`src/design/frlm_pkg.sv`:
```
// ----------------------------------------------------------------------------
// frlm_pkg
// Shared widths, register codes and limits of the frame rate limiter and
// meter.
// ----------------------------------------------------------------------------
package frlm_pkg;

  localparam int TIME_W    = 32;  // millisecond timestamps
  localparam int BYTE_W    = 8;   // config registers, wait, frame counter
  localparam int RATE_W    = 25;  // Q.8 rate
  localparam int CFG_IDX_W = 2;
  localparam int MUL_W     = TIME_W + BYTE_W;

  localparam logic [RATE_W-1:0] RATE_MAX = {RATE_W{1'b1}};

  typedef enum logic [CFG_IDX_W-1:0] {
    CFG_TARGET_FPS  = 2'd0,
    CFG_MAX_WAIT_MS = 2'd1,
    CFG_MEAS_PERIOD = 2'd2,
    CFG_UNUSED      = 2'd3
  } cfg_idx_t;

  localparam logic [BYTE_W-1:0] TARGET_FPS_RST  = 8'd60;
  localparam logic [BYTE_W-1:0] MAX_WAIT_MS_RST = 8'd17;
  localparam logic [BYTE_W-1:0] MEAS_PERIOD_RST = 8'd60;

endpackage

```
`src/design/frlm_ring.sv`:
```
// ----------------------------------------------------------------------------
// frlm_ring
// Timestamp ring storage: one write port, one read port with registered
// read data.
// ----------------------------------------------------------------------------
module frlm_ring
  import frlm_pkg::*;
#(
  parameter int DEPTH = 120
) (
  input  logic                     clk,
  input  logic                     we,
  input  logic [$clog2(DEPTH)-1:0] waddr,
  input  logic [TIME_W-1:0]        wdata,
  input  logic                     re,
  input  logic [$clog2(DEPTH)-1:0] raddr,
  output logic [TIME_W-1:0]        rdata
);

  logic [TIME_W-1:0] mem_r [DEPTH];
  logic [TIME_W-1:0] rdata_r;

  always_ff @(posedge clk) begin
    if (we) begin
      mem_r[waddr] <= wdata;
    end
  end

  always_ff @(posedge clk) begin
    if (re) begin
      rdata_r <= mem_r[raddr];
    end
  end

  assign rdata = rdata_r;

endmodule

```
`config.mk`:
```
export PLATFORM = sky130hd
export DESIGN_NAME = frlm_ring
export DESIGN_NICKNAME = d
export VERILOG_FILES = /design/src/design/frlm_pkg.sv /design/src/design/frlm_ring.sv
export SDC_FILE = /design/constraint.sdc
export NUM_CORES = 2
export LEC_CHECK = 0
export ABC_AREA = 1
export BUFFER_PORTS_ARGS = -buffer_cell sky130_fd_sc_hd__buf_2
export CORE_MARGIN = 2
export CORE_UTILIZATION = 40
export DETAILED_ROUTE_END_ITERATION = 8
export PLACE_DENSITY_LB_ADDON = 0.15
export SLEW_MARGIN = 40
export SYNTH_ARGS = -nofsm -noshare
export SYNTH_HDL_FRONTEND = slang
export SYNTH_SLANG_ARGS = --single-unit
```
`constraint.sdc`:
```
create_clock -name clk -period 5 [get_ports clk]
set_clock_uncertainty 0.05 [all_clocks]
set_input_delay 0.75 -clock clk [delete_from_list [all_inputs] [get_ports clk]]
set_output_delay 0.75 -clock clk [all_outputs]
set_load 0.02 [all_outputs]
```
==> key figures <==
STA
  – Least-Margin Pin Slew: 931.3 ps
  – Fin. Hold Viols: 0
  – RSZ-0062 raised after global routing: no
  – Slew Viols, Final: 0
  – Slew margin rel.: 0.3791
  – Hold_ws: 72.31 ps
  – Final setup viols: 0
  – Fmax: around 270 MHz
  – Crit path time final: between 3000 and 4000 ps
  – Setup TNS: 0 ps
  – Final Cycle Share: 0.7373

Synth
  – Avg Cell Area, Syn: 12.04 um^2
  – Top post-synthesis cells by area: edfxtp_1 75%, nand3_1 10%, nand2_1 9.2%
  – FF+latch count, synth: between 3000 and 4000
  – Syn Std Cell Area: 156100 um^2
  – Top-area cell type share of the netlist area: 0.7451
  – Post-synthesis sequential area ratio: 0.7451
  – Cells after Synth: 12960
  – Synth Warn #: 0
  – Post-synth net total: 13010
  – Post-synth top area cell: edfxtp_1
  – Distinct cells, synth: 19

Drt
  – Total Wirelength: 520.5 mm
  – Via count: 104400
  – Drt wl/cell: between 20 and 30 um
  – DR pass1 iterations: 8
  – Post-route ant nets: 0
  – First DRT Iteration DRCs: ~13000
  – Via-to-Cell Ratio: 5.605
  – DRC viols: 4

Clocking
  – Clock-pin slew on the worst setup and hold paths: 60 ps
  – Setup Buffers After CTS: 0
  – Max H-tree Level: 5
  – CTS Buf Count: between 400 and 500
  – Post-CTS Resized: 0
  – Sink Count: 3872
  – Hold Buf Count CTS: 0
  – Clock root buffer: clkbuf_16
  – Clock Path Buffers: 4
  – Clk_lat worst skew: 1010 ps
  – CTS tree: built

Placed design
  – DP HPWL: 290.2 mm
  – Port Buffer Count: 80
  – Cell area after placement: 164700 um^2
  – RePlAce Congestion: 0.8319

Critical path
  – Crit path kind: primary input to flip-flop
  – Arrival time worst endpoint: 4480 ps
  – Crit start category: primary input
  – Crit path max fanout: 59
  – Required time of the critical path: 5800 ps
  – Setup slack, reg-to-reg: roughly 2400 ps
  – CP Capture Type: flip-flop

Final layout
  – Filler cells: roughly 35000
  – Footprint of the multi-input gates: 35490 um^2
  – FF/Latch Area: 116300 um^2
  – Area Overhead vs Synth: 13.72%
  – Layout cells sized above 1: 0.09134
  – Nets: 13120
  – Final Cell Area: 177500 um^2

Pwr
  – VDD IR max: roughly 300 uV
  – PwrDens: 392.9 nW/um^2
  – P_leak: about 0.062 uW

Global route
  – Number of global-route vias before repair: 97660
  – Initial antenna violation count: 37
  – Largest net degree at the start of global routing: 145
  – Total GRT Usage: 0.2576
  – First-pass GRT wire length: approximately 740 mm
  – Global route overflow: 0

Die
  – Die area: 395200 um^2
  – Area of the core: 388800 um^2
  – Vert. Die Dim: about 630 um
  – Starting density of the core: 0.4014
  – Die width: 628.6 um
  – I/O Pins: about 80
  – Cell row count: 229

Hold path
  – Min-delay worst type: primary input to flip-flop

Run status
  – Status: complete, but fails checks
  – Failing checks: design-rule violations

Run
  – Max Cap Viol: 0
[sequential cells by signal, indices dropped and copies added, names as in the netlist]
name,count
mem_r,3840
rdata,32
[cell usage after synthesis]
cell      count
nand3_1    3217
nand2_1    3820
o21ai_1       8
o31ai_1       2
nor3_1        5
nor2_1      610
buf_4       124
a21oi_1      23
o211ai_1     33
buf_1       135
edfxtp_1   3872
inv_2         5
buf_6        23
nand4_1       5
buf_2       379
clkbuf_1    193
inv_1       234
nor4_1        5
o21ai_0     267
[cells in the final DEF, fill, tap and decap left out, types with 8 or more instances in the layout]
master	Yosys	final
a21oi_1	23	21
buf_12	0	109
buf_2	379	42
buf_4	124	379
buf_6	23	12
bufinv_16	0	23
clkbuf_1	193	99
clkbuf_16	0	419
clkinv_1	0	106
clkinv_2	0	72
diode_2	0	22
edfxtp_1	3872	3872
inv_1	234	232
inv_6	0	9
nand2_1	3820	3815
nand3_1	3217	3217
nor2_1	610	497
nor2_4	0	113
o211ai_1	33	33
o21ai_0	267	267
o21ai_1	8	8
[worst max-delay path: stages]
cell and delay, ps:
buf_12 180, inv_8 480, buf_12 290, buf_4 470, nand2_1 90, nand3_1 90, nand3_1 100, nand3_1 130
nand3_1 250, nand3_1 550, nand3_1 560, nand2_1 240
[layer usage]
metal | wire [um] | track usage
met1 | 224200 | 0.3776
met2 | 237300 | 0.4015
met3 | 44130 | 0.03531
met4 | 14830 | 0.07259
met5 | 23 | 0
[path summary, 6_finish.rpt]
kind,start,end,cells past startpoint
worst max-delay path,raddr[0],rdata[5]$_DFFE_PP_,12
worst min-delay path,wdata[13],mem_r[3][13]$_DFFE_PP_,1
worst max register to register,mem_r[51][5]$_DFFE_PP_,rdata[5]$_DFFE_PP_,8
worst min register to register,mem_r[68][20]$_DFFE_PP_,rdata[20]$_DFFE_PP_,8
[per-stage QoR]
step | instances | setup slack, ps | util | total power (uW)
5_1_grt | 18600 | 1388 | 0.4563 | 71750
2_1_floorplan | 12960 | 83.61 | - | 38830
3_5_place_dp | 17850 | 191.4 | 0.4236 | 41240
4_1_cts | 18590 | 1255 | 0.4559 | 70160
6_report | 18620 | 1314 | 0.4564 | 69720
3_3_place_gp | 17850 | 195.6 | 0.4231 | 41200
[cell type report]
cell class | instances | area share
sequential | 3872 | 0.6552
multi-input combinational | 7995 | 0.2000
clock buffer | 517 | 0.06104
tap | 5197 | 0.03664
timing repair buffer | 553 | 0.03169
clock inverter | 225 | 0.009892
inverter | 239 | 0.005281
antenna | 22 | 0.0003102
[kinds of logic after synthesis]
family                 after synthesis  share of synthesized area
and+or+nand+nor                   7662                     0.2103
AOI/OAI and AO/OA                  333                    0.01124
DFF                               3872                     0.7451
buffers and inverters             1093                    0.03342
[power by group]
group          total, uW  switching [uW]  leakage [uW]  internal [uW]
sequential         36000            74.6        0.0348          35900
clock              29100           12700       0.00616          16400
combinational       4640            3570        0.0213           1070
Power figures use the tool's default switching activity.
