<file path="src/design/frlm_pkg.sv">
// ----------------------------------------------------------------------------
// frlm_pkg
// Shared widths, register codes and limits of the frame rate limiter and
// meter.
// ----------------------------------------------------------------------------
package frlm_pkg;

  localparam int TIME_W    = 32;  // millisecond timestamps
  localparam int BYTE_W    = 8;   // config registers, wait, frame counter
  localparam int RATE_W    = 25;  // Q.8 rate
  localparam int CFG_IDX_W = 2;
  localparam int MUL_W     = TIME_W + BYTE_W;

  localparam logic [RATE_W-1:0] RATE_MAX = {RATE_W{1'b1}};

  typedef enum logic [CFG_IDX_W-1:0] {
    CFG_TARGET_FPS  = 2'd0,
    CFG_MAX_WAIT_MS = 2'd1,
    CFG_MEAS_PERIOD = 2'd2,
    CFG_UNUSED      = 2'd3
  } cfg_idx_t;

  localparam logic [BYTE_W-1:0] TARGET_FPS_RST  = 8'd60;
  localparam logic [BYTE_W-1:0] MAX_WAIT_MS_RST = 8'd17;
  localparam logic [BYTE_W-1:0] MEAS_PERIOD_RST = 8'd60;

endpackage

</file>
<file path="src/design/frlm_div.sv">
// ----------------------------------------------------------------------------
// frlm_div
// Restoring radix-2 divider, one quotient bit per cycle. The divisor must be
// nonzero. The quotient holds after done until the next start.
// ----------------------------------------------------------------------------
module frlm_div
  import frlm_pkg::*;
#(
  parameter int DVD_W = 25
) (
  input  logic              clk,
  input  logic              rst_n,
  input  logic              start,
  input  logic [DVD_W-1:0]  dividend,
  input  logic [TIME_W-1:0] divisor,
  output logic              done,
  output logic [DVD_W-1:0]  quotient
);

  localparam int CNT_W = $clog2(DVD_W + 1);

  logic [TIME_W-1:0] rem_r;
  logic [DVD_W-1:0]  quo_r;
  logic [TIME_W-1:0] dvs_r;
  logic [CNT_W-1:0]  cnt_r;
  logic              busy_r;
  logic              done_r;

  logic [TIME_W:0]   shifted;
  logic [TIME_W:0]   diff;
  logic              ge;

  always_comb begin
    shifted = {rem_r, quo_r[DVD_W-1]};
    diff    = shifted - {1'b0, dvs_r};
    ge      = (shifted >= {1'b0, dvs_r});
  end

  always_ff @(posedge clk) begin
    if (!rst_n) begin
      busy_r <= 1'b0;
      done_r <= 1'b0;
      cnt_r  <= '0;
    end else begin
      done_r <= 1'b0;
      if (start) begin
        busy_r <= 1'b1;
        cnt_r  <= CNT_W'(DVD_W);
        rem_r  <= '0;
        quo_r  <= dividend;
        dvs_r  <= divisor;
      end else if (busy_r) begin
        // partial remainder stays below the divisor, so 32 bits hold it
        rem_r <= ge ? diff[TIME_W-1:0] : shifted[TIME_W-1:0];
        quo_r <= {quo_r[DVD_W-2:0], ge};
        cnt_r <= cnt_r - 1'b1;
        if (cnt_r == CNT_W'(1)) begin
          busy_r <= 1'b0;
          done_r <= 1'b1;
        end
      end
    end
  end

  assign done     = done_r;
  assign quotient = quo_r;

endmodule
</file>
<file path="config.mk">
export PLATFORM = sky130hd
export DESIGN_NAME = frlm_div
export DESIGN_NICKNAME = d
export VERILOG_FILES = /design/src/design/frlm_pkg.sv /design/src/design/frlm_div.sv
export SDC_FILE = /design/constraint.sdc
export NUM_CORES = 1
export LEC_CHECK = 0
export BUFFER_PORTS_ARGS = -buffer_cell sky130_fd_sc_hd__buf_2
export CAP_MARGIN = 20
export CORE_MARGIN = 3
export CORE_UTILIZATION = 56
export CTS_CLUSTER_DIAMETER = 30
export CTS_CLUSTER_SIZE = 28
export DETAILED_ROUTE_END_ITERATION = 10
export PLACE_DENSITY = 0.79
export SLEW_MARGIN = 20
export SYNTH_ARGS = -nofsm -noshare
export SYNTH_HDL_FRONTEND = slang
export SYNTH_SLANG_ARGS = --single-unit
</file>
<file path="constraint.sdc">
create_clock -name clk -period 4 [get_ports clk]
set_input_delay 0.4 -clock clk [delete_from_list [all_inputs] [get_ports clk]]
set_output_delay 0.4 -clock clk [all_outputs]
set_load 0.05 [all_outputs]
</file>
==> results.sh, run 1 <==
export IMPL_root_buffer="clkbuf_8"
export IMPL_clkPwrFrac_pct=23.3
export IMPL_cp_startpoint="rem_r[10]$_SDFFCE_PP0P_"
export IMPL_clock_skew_ps=15.1
export IMPL_setup_tns_ps=0
export IMPL_syn_nets=611
export IMPL_drt_iter0_markers=166
export IMPL_hold_path_class="primary input to flip-flop"
export IMPL_ant_nets=0
export IMPL_synth_seq_area_share_pct=49.4
export IMPL_synthToLayoutAreaGrowth_pct=12.8
export IMPL_fin_util_pct=65.4
export IMPL_synth_seq_cells=96
export IMPL_grt_pass1_wl_mm=19.7
export IMPL_arrival_ps=3340
export IMPL_num_fill_cells=823
export IMPL_die_w_um=107
export IMPL_cts_resized=0
export IMPL_clock_fmax_ghz=0.310
export IMPL_vias=4145
export IMPL_cts_tree="built"
export IMPL_outcome="completed"
export IMPL_switching_power_mw=0.899
export IMPL_finalHoldViolCount=0
export IMPL_slew_headroom_pct=42.3
export IMPL_dr_pass1_iters=4
export IMPL_fin_nets=692
export IMPL_cts_setup_buffers=0
export IMPL_io_buffer_count=85
export IMPL_hpwlAfterDp_mm=8.54
export IMPL_worst_skew_pair_late_latency_ps=380
export IMPL_drc=0
export IMPL_start_util_pct=58.0
export IMPL_period_minus_slack_ps=3230
export IMPL_reg2reg_from="rem_r[10]$_SDFFCE_PP0P_"
export IMPL_antenna_found_initial=1
export IMPL_p_int_mw=1.86
export IMPL_htree_levels=3
export IMPL_synth_area_leaders="edfxtp_1 47%, ha_1 7.5%, mux2i_1 4.9%, mux2_2 4.7%, xnor2_1 3.7%"
export IMPL_ios=86
export IMPL_p_leak_nw=2.74
export IMPL_yosys_area_top_type="edfxtp_1"
export IMPL_routedWlPerCell_um=15.8
export IMPL_post_route_period_util_pct=80.7
export IMPL_cts_sinks=96
export IMPL_place_congestion=0.905
export IMPL_hold_buffers=0
export IMPL_async_flop_share_pct=0
export IMPL_yosysWarnings=0
export IMPL_path_clk_slew_ps=100
export IMPL_grt_setup_unrepaired="false"
export IMPL_comb_power_share_pct=31.3
export IMPL_cp_max_fo=23
export IMPL_ys_types=53
export IMPL_drt_wl_total_mm=11.6
export IMPL_die_area_mm2=0.0114
export IMPL_grt_usage_pct=21.5
export IMPL_avgViaCountPerCell=5.64
export IMPL_final_common_cell="edfxtp_1"
export IMPL_avgSynthCellArea_um2=11.0
export IMPL_diodes=0
export IMPL_cp_end_kind="flip-flop"
export IMPL_overflow=0
export IMPL_max_cap_violations=0
export IMPL_start_kind="flip-flop"
export IMPL_synth_top_area_share_pct=46.9
export IMPL_powerDensity_mw_per_mm2=430
export IMPL_syn_cell_area_mm2=0.00570
export IMPL_regArea_mm2=0.00281
export IMPL_drv_slew=0
export IMPL_critPathRequiredTime_ps=4110
export IMPL_grt_max_degree=41
export IMPL_layout_common_cells="89 x edfxtp_1, 85 x buf_2, 49 x inv_1"
export IMPL_ir_drop_v=0.000231
export IMPL_setup_viol=0
export IMPL_critPathKind="flip-flop to flip-flop"
export IMPL_clockBufferDepth=2
export IMPL_grt_pass1_vias=4207
export IMPL_p_sw_share_pct=32.6
export IMPL_rows=36
export IMPL_drive_gt1_share_pct=22.4
export IMPL_core_mm2=0.00982
export IMPL_p_seq_share_pct=45.4
export IMPL_synthCells=516
export IMPL_numCtsBuffers=9
export IMPL_synth_edf_count=89
export IMPL_hold_start="divisor[21]"
export IMPL_multiInputGateArea_mm2=0.00259
export IMPL_synth_ff_type="edfxtp_1"
export IMPL_die_h_um=107
export IMPL_tightestPinTransition_ps=866
==> stage by stage <==
stage	worst slack [ps]	cell area, um2	hold slack (ps)	total power [mW]	instances
floorplan	1000	5700	468	1.95	516
global route	567	6420	174	2.91	735
CTS	802	6420	172	2.78	735
global placement	906	6230	479	2.10	719
detailed placement	820	6230	506	2.13	719
finish	772	6420	190	2.76	735
==> metal layers <==
| layer | global-route usage (%) | part of all wire, % |
|---|---|---|
| met1 | 28.9 | 45 |
| met2 | 34.9 | 48 |
| met3 | 3.97 | 4.6 |
| met4 | 8.13 | 1.8 |
| met5 | 0 | 0 |
==> state kept, by name, summed over array words and instances, names as in the netlist <==
name,cells
cnt_r,5
rem_r,32
dvs_r,32
done,1
busy_r,1
quotient,25
==> critical path, cell delays in order (launching register included) <==
cell and delay (ps):
edfxtp_1 420, ha_1 400, a21oi_1 220, nand2_1 70
a211o_1 350, a311oi_2 290, o211a_1 300, a21oi_2 100
o32ai_4 130, buf_4 370, mux2i_1 250, nor2_1 60
==> synthesized netlist by cell type (3+ instances only) <==
cell and number:
a211oi_1 7, a21boi_0 4, a21o_1 13, a21oi_1 29, a31oi_1 3, and2_1 3, buf_2 3, clkbuf_1 14
dfxtp_1 7, edfxtp_1 89, ha_1 34, inv_1 49, mux2_2 24, mux2i_1 28, nand2_1 27, nand2b_1 9
nand3_1 6, nand4_1 7, nor2_1 43, nor2b_1 6, nor3_1 9, o211ai_1 3, o21a_1 6, o21ai_0 21
o21bai_1 6, o31ai_1 4, xnor2_1 24, xor2_1 7
==> power by group through the flow <==
| stage | clock, mW | combinational (mW) | sequential [mW] |
|---|---|---|---|
| 2_1_floorplan | 0 | 0.632 | 1.32 |
| 3_3_place_gp | 0 | 0.833 | 1.27 |
| 3_5_place_dp | 0 | 0.859 | 1.27 |
| 4_1_cts | 0.657 | 0.865 | 1.25 |
| 5_1_grt | 0.694 | 0.957 | 1.26 |
| 6_report | 0.644 | 0.865 | 1.25 |
==> final timing paths <==
| check | depth (start not counted) | to | slack [ps] |
|---|---|---|---|
| hold reg to reg | 2 | cnt_r[1]$_SDFFE_PP0P_ | 520 |
| hold / removal | 1 | dvs_r[21]$_DFFE_PP_ | 190 |
| setup / recovery | 11 | rem_r[25]$_SDFFCE_PP0P_ | 770 |
| setup reg to reg | 11 | rem_r[25]$_SDFFCE_PP0P_ | 770 |
==> final cells by class <==
class | count | area share [%]
clock buffer | 10 | 1.99
clock inverter | 6 | 1.05
inverter | 49 | 2.86
multi-input combinational | 350 | 40.4
sequential | 96 | 43.8
tap | 133 | 2.59
timing repair buffer | 91 | 7.32
==> cells by family after synthesis <==
logic type	after synthesis	share of synthesized area, %
AOI/OAI and AO/OA	110	12.8
DFF	96	49.4
muxes	52	9.67
adders and majority gates	35	7.82
xor gates and xnor gates	31	4.77
and+or+nand+nor	122	10.3
buffers and inverters	70	5.27
(Power assumes the default switching activity.)
==> inputs of run 2 (changes only) <==
Settings changed: CORE_UTILIZATION 56 to 52, PLACE_DENSITY 0.79 to 0.77.
Clock period 4 ns to 2.65 ns, I/O delays scaled along.
==> results.sh, run 2 (synthesis results as in run 1) <==
export IMPL_outcome="complete, but fails checks"
export IMPL_violations="negative setup slack"
export IMPL_tightestPinTransition_ps=453
export IMPL_num_fill_cells=775
export IMPL_cp_end_kind="flip-flop"
export IMPL_arrival_ps=2980
export IMPL_place_congestion=0.943
export IMPL_drt_wl_total_mm=13.0
export IMPL_comb_power_share_pct=37.0
export IMPL_dr_pass1_iters=4
export IMPL_powerDensity_mw_per_mm2=625
export IMPL_slew_headroom_pct=69.8
export IMPL_drt_iter0_markers=195
export IMPL_grt_usage_pct=21.7
export IMPL_numCtsBuffers=9
export IMPL_switching_power_mw=1.52
export IMPL_critPathRequiredTime_ps=2790
export IMPL_die_w_um=111
export IMPL_avgViaCountPerCell=5.42
export IMPL_finalHoldViolCount=0
export IMPL_met3_usage_pct=6.17
export IMPL_clock_fmax_ghz=0.352
export IMPL_critPathKind="flip-flop to flip-flop"
export IMPL_ant_nets=0
export IMPL_drc=0
export IMPL_post_route_period_util_pct=107
export IMPL_die_area_mm2=0.0122
export IMPL_diodes=0
export IMPL_grt_max_degree=47
export IMPL_fin_nets=775
export IMPL_start_kind="flip-flop"
export IMPL_drv_slew=0
export IMPL_slowest_stage="edfxtp_1"
export IMPL_dp_cells=795
export IMPL_antenna_found_initial=0
export IMPL_setup_ws_ps=-194
export IMPL_p_seq_share_pct=41.8
export IMPL_cp_max_fo=14
export IMPL_p_total_mw=4.53
export IMPL_clockBufferDepth=2
export IMPL_grt_pass1_wl_mm=21.9
export IMPL_cp_cell_sequence="ha_1 > nand2_1 > nor3_1 > a211o_1 > a311oi_2 > o211a_1 > a21oi_2 > o32ai_4 > buf_6 > mux2i_1 > nor2_1"
export IMPL_htree_levels=3
export IMPL_die_h_um=111
export IMPL_io_buffer_count=85
export IMPL_overflow=0
export IMPL_layout_common_cells="89 x edfxtp_1, 85 x buf_2, 84 x buf_4"
export IMPL_p_leak_nw=3.18
export IMPL_vias=4447
export IMPL_grt_pass1_vias=4786
export IMPL_synthToLayoutAreaGrowth_pct=27.4
export IMPL_drive_gt1_share_pct=36.5
export IMPL_start_util_pct=54.2
export IMPL_hold_buffers=0
export IMPL_whs_ps=33.5
export IMPL_core_mm2=0.0105
export IMPL_hold_path_class="primary input to flip-flop"
export IMPL_p_int_mw=3.02
export IMPL_ios=86
export IMPL_hpwlAfterDp_mm=9.29
export IMPL_cts_tree="built"
export IMPL_p_sw_share_pct=33.4
export IMPL_max_cap_violations=0
export IMPL_grt_util_met2_pct=37.7
export IMPL_fin_cells=821
export IMPL_clkPwrFrac_pct=21.2
export IMPL_grt_setup_unrepaired="true"
export IMPL_root_buffer="clkbuf_8"
export IMPL_ir_drop_v=0.000505
export IMPL_use_met1_pct=26.4
export IMPL_routedWlPerCell_um=15.9
export IMPL_grt_busiest_layer="met2"
export IMPL_cp_slowest_stage_delay_ps=470
export IMPL_cts_sinks=96
export IMPL_period_minus_slack_ps=2840
export IMPL_rows=37
export IMPL_final_common_cell="edfxtp_1"
export IMPL_setup_viol=32
export IMPL_worst_skew_pair_late_latency_ps=400
export IMPL_clock_skew_ps=14.8
export IMPL_path_clk_slew_ps=110
run 2: changes by cell type in the layout (fill, tap and decap cells not counted), sizes merged:
cell / previous run / this run
buf: 91 / 174
inv: 50 / 54
clkinv: 2 / 0
bufinv: 1 / 0
clkinvlp: 2 / 1
run 2: metrics by stage:
stage / setup TNS, ps / instance area, um2 / utilization, % / worst slack, ps
final: -4980 / 7260 / 69.1 / -194
after detailed placement: -8770 / 6860 / 65.3 / -317
after floorplan: -4530 / 5730 / - / -196
after global routing: -9100 / 7260 / 69.1 / -340
after global placement: -6170 / 6860 / 65.3 / -213
after CTS: -5190 / 7160 / 68.2 / -191
run 2: final timing paths:
check        slack (ps)                      end                     from  depth (start not counted)
max                -190  rem_r[20]$_SDFFCE_PP0P_  rem_r[11]$_SDFFCE_PP0P_                         11
min                  30      dvs_r[27]$_DFFE_PP_              divisor[27]                          1
max reg2reg        -190  rem_r[20]$_SDFFCE_PP0P_  rem_r[11]$_SDFFCE_PP0P_                         11
min reg2reg         500    cnt_r[1]$_SDFFE_PP0P_    cnt_r[1]$_SDFFE_PP0P_                          2
run 2: layout make-up:
cell class              count  area (um2)  area share, %
flip-flops and latches     96        2810           38.8
multi-input cells         350        2780           38.3
repair buffers            174        1120           15.4
inverters                  49         184           2.53
well taps                 136         170           2.34
clock buffers              10         138           1.90
clock inverters             6        53.8          0.741
run 2: timing repair:
item,4_1_cts,5_1_grt
endpoints found under the setup margin,33,33
resized for setup,10,21
buffers inserted,9,4
pin swaps,8,16
gates cloned,1,0
run 2: power groups by stage:
stage                     combinational [mW]  sequential (mW)  clock, mW
after floorplan                        0.971             2.00          0
after global placement                  1.53             1.92          0
after detailed placement                1.57             1.92          0
after CTS                               1.64             1.89      0.993
after global routing                    1.83             1.91       1.05
final                                   1.68             1.90      0.960
run 2: critical path: cells and delay by family, from the launching register on:
family	cells	cell delay, ps
multiplexers	1	210
flip-flops	1	470
AND/OR/NAND/NOR	3	180
buffers and inverters	1	250
adder cells (fa/ha/maj)	1	360
AO/OA/AOI/OAI	5	1120
run 2: per-layer routing:
layer	vias up	routed length [um]
li1	2192	-
met1	2134	5580
met2	103	6560
met3	18	709
met4	0	191
met5	-	0
